**src/sv/pss_pkg.sv**
```systemverilog
package pss_pkg;

    localparam int unsigned HistoryBitsDef = 16;
    localparam int unsigned UvBits         = 3;
    localparam int unsigned IntervalW      = 16;
    localparam int unsigned OffCountW      = 5;
    localparam int unsigned CfgIndexW      = 3;
    localparam int unsigned CfgDataW       = 16;

    localparam logic [IntervalW-1:0] CheckIntervalRst = 16'd10;
    localparam logic [OffCountW-1:0] OffCountRst      = 5'd10;
    localparam logic [IntervalW-1:0] BlinkHalfRst     = 16'd500;

    typedef enum logic [1:0] {
        EV_NONE     = 2'd0,
        EV_SWITCH   = 2'd1,
        EV_LOW_VOLT = 2'd2
    } event_t;

    typedef enum logic [CfgIndexW-1:0] {
        REG_CHECK_INTERVAL = 3'd0,
        REG_OFF_COUNT      = 3'd1,
        REG_BLINK_HALF     = 3'd2,
        REG_HEARTBEAT_EN   = 3'd3,
        REG_PWR_MGR_EN     = 3'd4
    } cfg_reg_t;

    function automatic logic [IntervalW-1:0] reload_of(input logic [IntervalW-1:0] interval);
        logic [IntervalW-1:0] r;
        r = (interval == '0) ? '0 : interval - 1'b1;
        return r;
    endfunction

endpackage

```
**src/sv/power_switch_supervisor.sv**
```systemverilog
// Power switch / undervoltage supervisor with heartbeat LED.
// Input channel (s_valid/s_ready): one request per millisecond tick, carrying
// the sampled switch pin (0 = pressed) and undervoltage pin (0 = low supply).
// Result channel (m_valid/m_ready): exactly one result per request, giving the
// event code (none, switch power-off, low-voltage power-off), the hold pin and
// the LED pin as they stand after that tick.
// Configuration channel (cfg_valid/cfg_ready): register index and data; always
// ready. The user must write it only with no tick in flight; the block does
// not enforce this. Interval changes take effect at the next countdown reload.
// The result of a tick is registered and shows on m_* in the cycle after the
// request is accepted. Throughput: one tick per cycle while results are taken,
// set by the single output register, refilled in the cycle it is taken.
// When the receiver stalls, the pending result holds and s_ready drops until
// it is taken; no tick is lost.
// Reset (aresetn low, synchronous): registers to their defaults, supply held,
// LED on, both histories all ones, check due on the first tick. After a
// power-off the block stays off (hold 0, LED 0, no events) until reset.
module power_switch_supervisor
    import pss_pkg::*;
#(
    parameter int unsigned HISTORY_BITS = HistoryBitsDef
) (
    input  logic                 aclk,
    input  logic                 aresetn,
    input  logic                 s_valid,
    output logic                 s_ready,
    input  logic                 s_switch_level,
    input  logic                 s_undervolt_level,
    output logic                 m_valid,
    input  logic                 m_ready,
    output logic [1:0]           m_event_code,
    output logic                 m_hold_pin,
    output logic                 m_led_pin,
    input  logic                 cfg_valid,
    output logic                 cfg_ready,
    input  logic [CfgIndexW-1:0] cfg_index,
    input  logic [CfgDataW-1:0]  cfg_data
);

    // configuration
    logic [IntervalW-1:0] check_interval_reg;
    logic [OffCountW-1:0] off_count_reg;
    logic [IntervalW-1:0] blink_half_reg;
    logic                 heartbeat_en_reg;
    logic                 pwr_mgr_en_reg;

    // tick state
    logic [IntervalW-1:0]    check_cnt_reg, check_cnt_next;
    logic [IntervalW-1:0]    blink_cnt_reg, blink_cnt_next;
    logic [HISTORY_BITS-1:0] sw_hist_reg, sw_hist_next;
    logic [UvBits-1:0]       uv_hist_reg, uv_hist_next;
    logic                    led_phase_reg, led_phase_next;
    logic                    led_level_reg, led_level_next;
    logic                    powered_reg, powered_next;

    // result register
    logic   m_valid_reg;
    event_t event_reg, event_next;
    logic   hold_reg;
    logic   led_reg;

    logic                    s_accept;
    logic                    cfg_accept;
    logic [HISTORY_BITS-1:0] hist_mask;
    logic [HISTORY_BITS:0]   sw_shift_wide;
    logic [HISTORY_BITS-1:0] sw_shifted;
    logic [UvBits-1:0]       uv_shifted;

    assign s_ready    = !m_valid_reg || m_ready;
    assign s_accept   = s_valid && s_ready;
    assign cfg_ready  = 1'b1;
    assign cfg_accept = cfg_valid && cfg_ready;

    assign m_valid      = m_valid_reg;
    assign m_event_code = event_reg;
    assign m_hold_pin   = hold_reg;
    assign m_led_pin    = led_reg;

    // off count clamped to 1..HISTORY_BITS: bit 0 always kept
    always_comb begin
        for (int i = 0; i < HISTORY_BITS; i++) begin
            hist_mask[i] = (i == 0) || (32'(off_count_reg) > i);
        end
    end

    assign sw_shift_wide = {sw_hist_reg, s_switch_level};
    assign sw_shifted    = sw_shift_wide[HISTORY_BITS-1:0] & hist_mask;
    assign uv_shifted    = {uv_hist_reg[UvBits-2:0], s_undervolt_level};

    always_comb begin
        check_cnt_next = check_cnt_reg;
        blink_cnt_next = blink_cnt_reg;
        sw_hist_next   = sw_hist_reg;
        uv_hist_next   = uv_hist_reg;
        led_phase_next = led_phase_reg;
        led_level_next = led_level_reg;
        powered_next   = powered_reg;
        event_next     = EV_NONE;

        if (powered_reg && pwr_mgr_en_reg) begin
            if (check_cnt_reg == '0) begin
                check_cnt_next = reload_of(check_interval_reg);
                sw_hist_next   = sw_shifted;
                if (sw_shifted == '0) begin
                    event_next = EV_SWITCH;
                end else begin
                    uv_hist_next = uv_shifted;
                    if (uv_shifted == '0) begin
                        event_next = EV_LOW_VOLT;
                    end
                end
            end else begin
                check_cnt_next = check_cnt_reg - 1'b1;
            end
        end

        if (event_next != EV_NONE) begin
            sw_hist_next   = '1;
            uv_hist_next   = '1;
            led_level_next = 1'b0;
            powered_next   = 1'b0;
        end

        // heartbeat skipped on the power-off tick
        if (powered_next && heartbeat_en_reg) begin
            if (blink_cnt_reg == '0) begin
                blink_cnt_next = reload_of(blink_half_reg);
                led_phase_next = !led_phase_reg;
                led_level_next = !led_phase_reg;
            end else begin
                blink_cnt_next = blink_cnt_reg - 1'b1;
            end
        end
    end

    always_ff @(posedge aclk) begin
        if (!aresetn) begin
            check_interval_reg <= CheckIntervalRst;
            off_count_reg      <= OffCountRst;
            blink_half_reg     <= BlinkHalfRst;
            heartbeat_en_reg   <= 1'b1;
            pwr_mgr_en_reg     <= 1'b1;
        end else if (cfg_accept) begin
            unique case (cfg_index)
                REG_CHECK_INTERVAL: check_interval_reg <= cfg_data;
                REG_OFF_COUNT:      off_count_reg      <= cfg_data[OffCountW-1:0];
                REG_BLINK_HALF:     blink_half_reg     <= cfg_data;
                REG_HEARTBEAT_EN:   heartbeat_en_reg   <= cfg_data[0];
                REG_PWR_MGR_EN:     pwr_mgr_en_reg     <= cfg_data[0];
                default: ;
            endcase
        end
    end

    always_ff @(posedge aclk) begin
        if (!aresetn) begin
            check_cnt_reg <= '0;
            blink_cnt_reg <= BlinkHalfRst;
            sw_hist_reg   <= '1;
            uv_hist_reg   <= '1;
            led_phase_reg <= 1'b0;
            led_level_reg <= 1'b1;
            powered_reg   <= 1'b1;
        end else if (s_accept) begin
            check_cnt_reg <= check_cnt_next;
            blink_cnt_reg <= blink_cnt_next;
            sw_hist_reg   <= sw_hist_next;
            uv_hist_reg   <= uv_hist_next;
            led_phase_reg <= led_phase_next;
            led_level_reg <= led_level_next;
            powered_reg   <= powered_next;
        end
    end

    always_ff @(posedge aclk) begin
        if (!aresetn) begin
            m_valid_reg <= 1'b0;
        end else if (s_accept) begin
            m_valid_reg <= 1'b1;
        end else if (m_ready) begin
            m_valid_reg <= 1'b0;
        end
    end

    always_ff @(posedge aclk) begin
        if (s_accept) begin
            event_reg <= event_next;
            hold_reg  <= powered_next;
            led_reg   <= led_level_next;
        end
    end

`ifndef SYNTHESIS
    a_stays_off: assert property (@(posedge aclk) disable iff (!aresetn)
        !powered_reg |=> !powered_reg)
        else $error("supply re-enabled without reset");

    a_off_led_dark: assert property (@(posedge aclk) disable iff (!aresetn)
        !powered_reg |-> !led_level_reg)
        else $error("LED lit while powered off");

    a_event_drops_hold: assert property (@(posedge aclk) disable iff (!aresetn)
        m_valid_reg && event_reg != EV_NONE |-> !hold_reg)
        else $error("power-off event with hold still high");

    a_fall_has_event: assert property (@(posedge aclk) disable iff (!aresetn)
        $fell(powered_reg) |-> m_valid_reg && event_reg != EV_NONE)
        else $error("power released without an event");
`endif

endmodule

```
**config.mk**
```make
export PLATFORM = sky130hd
export DESIGN_NAME = power_switch_supervisor
export DESIGN_NICKNAME = d
export VERILOG_FILES = /design/src/sv/pss_pkg.sv /design/src/sv/power_switch_supervisor.sv
export SDC_FILE = /design/constraint.sdc
export NUM_CORES = 1
export LEC_CHECK = 0
export ABC_AREA = 1
export BUFFER_PORTS_ARGS = -buffer_cell sky130_fd_sc_hd__buf_2
export CORE_AREA = 2 2 119 121
export CTS_BUF_LIST = sky130_fd_sc_hd__clkbuf_8
export CTS_CLUSTER_SIZE = 40
export DETAILED_ROUTE_END_ITERATION = 8
export DIE_AREA = 0 0 121 123
export HOLD_SLACK_MARGIN = 0.08
export PLACE_DENSITY = 0.54
export SKIP_CTS_REPAIR_TIMING = 1
export SLEW_MARGIN = 20
export SYNTH_ARGS = -nofsm -noshare
export SYNTH_HDL_FRONTEND = slang
export SYNTH_SLANG_ARGS = --single-unit
```
**constraint.sdc**
```tcl
create_clock -name aclk -period 3.3 [get_ports aclk]
set_clock_uncertainty 0.15 [all_clocks]
set_input_delay 0.165 -clock aclk [delete_from_list [all_inputs] [get_ports aclk]]
set_output_delay 0.165 -clock aclk [all_outputs]
set_load 0.02 [all_outputs]
```
==> run metrics <==
status complete, no violations; port bufs 31; Setup crit start kind input port; slew margin rel. 0.4778; via/cell ratio 5.018; Synth Instances 772; WL final 13.79 mm; post-synthesis register bit count 96; initial antenna violation count 0; via count 5043; CTS tree done; critical path class input port to register; Reg clk slew, reported paths 0.10 ns; Die Ht 123 µm; PwrDens 428.2 nW/µm²; Comb pwr share 0.196; Slew @ Worst Pin 0.7814 ns; setup TNS 0 ns; peak supply drop 0.1844 mV; worst hold path class input port to register; grt total ovfl 0; Total Nets Final 852; Mean Syn Cell Area 6.932 µm²; Max-Cap Viols 0; num rows 43; Filler Cell Count 1454; final setup fails 0; Required @ worst endpoint 3.43 ns; Total GRT Usage 0.1873; critical-path cell list dlygate4sd3_1 > buf_2 > inv_1 > nor2_1 > nand2_1 > inv_1 > nand2_1 > o211ai_1 > dlygate4sd3_1; vias in the first global route 4617; 1st-pass router iterations 5; Synth Cell Area 5351 µm²; CP max-delay cell dlygate4sd3_1; Fmax 0.3874 GHz; endpoint class of the critical path register; routability cong. 0.9293; final worst-path cycle share 0.7822; CTS Buffer Depth 2; largest net degree at the start of global routing 64; DR DRC count 0; asr flop ratio synth 0; crit path DAT 2.71 ns; Post-synth EDFFs 4; Placed Area 5633 µm²; Num CTS Buffers 9; core box area 13610 µm²; Clk pwr share 0.310; Worst Path Max Fanout 26; Synth area leaders dfxtp_1 34%, nand2_1 11%, nor2_1 6.5%; fin. max-slew vios 0; RSZ-0062 raised after global routing no; Yosys top cell by area dfxtp_1; Starting Density 0.3931; Ant. Diodes 0; post-synth top area share 0.3442; Iter 0 DRT Violations 347; final core utilization 0.4475; Seq pwr share 0.494; predominant post-synthesis flop cell dfxtp_1; CTS HTree Levels 3; Crit path buffers/inverters 5; Detail Placement HPWL 10.19 mm; Psw 814.3 µW; chip width 121 µm; post-synthesis cell type count 49; Final Hold Violating Endpoints 0; post-synthesis sequential area ratio 0.3666; internal power 1794 µW; delay-heaviest family, CP buffers and inverters; synthesized net count 804; Routed Antenna Nets 0; leak pwr 0.002654 µW; Max stage delay on crit path 0.58 ns; YS warnings 0; CTS sink cnt 96; layout cell share with drive strength beyond 1 0.1042; first-pass GRT wire length 22.21 mm; Period minus WS final 2.581 ns; WL/cell 13.72 µm; die area 14880 µm²; Area Growth Syn to Fin 13.82%; I/O pin cnt 33; worst skew pair latency 0.38 ns; switching share of power 0.3122; cell area after layout 6091 µm²; root buffer cell clkbuf_8
worst reg2reg max path: stages (launching register included):
cell and delay (ns):
dfxtp_1 0.46, inv_2 0.10, nand2_1 0.10, nand2_1 0.07, nor2_1 0.08, nand2_1 0.07, nand2_1 0.07, nor2_2 0.04
nand4_2 0.12, nand4_4 0.11, nor2_4 0.46, inv_2 0.24, nand2_1 0.10, nand3_1 0.07
metrics by stage:
| step | worst slack [ns] | total power, µW | hold WS [ns] | cells |
|---|---|---|---|---|
| global route | 0.5250 | 2755 | 0.1278 | 1005 |
| detailed placement | 0.9250 | 1798 | 0.2668 | 963 |
| finish | 0.7188 | 2608 | 0.08269 | 1005 |
| CTS | 0.9136 | 2602 | -0.1434 | 979 |
| floorplan | 1.279 | 1680 | 0.1282 | 772 |
| global placement | 0.9442 | 1793 | 0.2508 | 963 |
cell usage after synthesis (3+ instances only):
cell type	n
buf_6	4
o21ai_0	59
nand4_1	8
dfxtp_1	92
nor3_1	13
xor2_1	34
inv_1	84
a21oi_1	47
nand2_1	153
nor2_1	93
clkinv_1	3
a221oi_1	3
buf_2	3
edfxtp_1	4
clkbuf_1	14
inv_2	8
nand2_2	4
ha_1	6
xnor2_1	8
o21ai_1	15
nand3_1	49
o211ai_1	14
nor2_4	3
o22ai_1	10
nor2_2	8
power by group through the flow:
stage,combinational [µW],clock (µW),sequential (µW)
final,510,809,1290
after CTS,486,827,1290
after global placement,479,0,1310
after floorplan,376,0,1300
after global routing,578,877,1300
after detailed placement,483,0,1320
layer usage:
metal | wire length [µm] | GRT usage | share of wire | vias to the layer above
met3 | 447 | 0.02768 | 0.032 | 15
met2 | 6056 | 0.2935 | 0.44 | 94
met5 | 0 | 0 | 0 | -
met4 | 194 | 0.06613 | 0.014 | 0
met1 | 7093 | 0.2629 | 0.51 | 2301
li1 | - | - | - | 2633
kinds of logic after synthesis:
| logic type | after synthesis | synth area share |
|---|---|---|
| flip-flops | 96 | 0.3666 |
| XOR/XNOR | 42 | 0.06874 |
| AO/OA/AOI/OAI | 162 | 0.1709 |
| buffers and inverters | 120 | 0.09212 |
| other | 1 | 0.0007008 |
| adder cells (fa/ha/maj) | 6 | 0.01403 |
| AND/OR/NAND/NOR | 345 | 0.2869 |
final timing paths:
kind | start | endpoint | slack, ns | depth (start not counted)
worst max-delay path | cfg_valid | check_interval_reg[3]$_SDFFE_PN1P_ | 0.72 | 9
worst min-delay path | cfg_index[2] | heartbeat_en_reg$_SDFFE_PN1P_ | 0.08 | 5
worst min register to register | sw_hist_reg[7]$_SDFFE_PN1P_ | sw_hist_reg[7]$_SDFFE_PN1P_ | 0.33 | 2
worst max register to register | off_count_reg[4]$_SDFFE_PN0P_ | blink_cnt_reg[8]$_SDFFE_PN1P_ | 0.90 | 13
cell type report:
type / instances / area (µm²) / share of cell area
well taps: 180 / 225.2 / 0.03698
multi-input cells: 556 / 2899 / 0.4760
flip-flops and latches: 96 / 1962 / 0.3221
clock buffers: 10 / 137.6 / 0.02260
repair buffers: 61 / 445.4 / 0.07313
inverters: 96 / 361.6 / 0.05937
clock inverters: 6 / 60.06 / 0.009860
placed cells by master, fill, tap and decap left out, drive strengths merged:
cell type,instances
conb,1
nand3b,1
nand2,157
inv,93
or2,3
clkinvlp,1
o22a,1
o22ai,10
xor2,34
dfxtp,92
nand4,11
a32oi,1
a221oi,3
o221a,1
clkbuf,10
a211oi,2
xnor2,8
buf,35
bufinv,1
o221ai,2
a22oi,2
a21boi,1
edfxtp,4
clkinv,7
nor4,3
nor3,15
o211ai,14
dlygate4sd3,26
o21a,2
nor2,104
nor3b,1
ha,6
nand3,50
a21oi,48
o21ai,74
o31ai,1
Power figures use the tool's default switching activity.
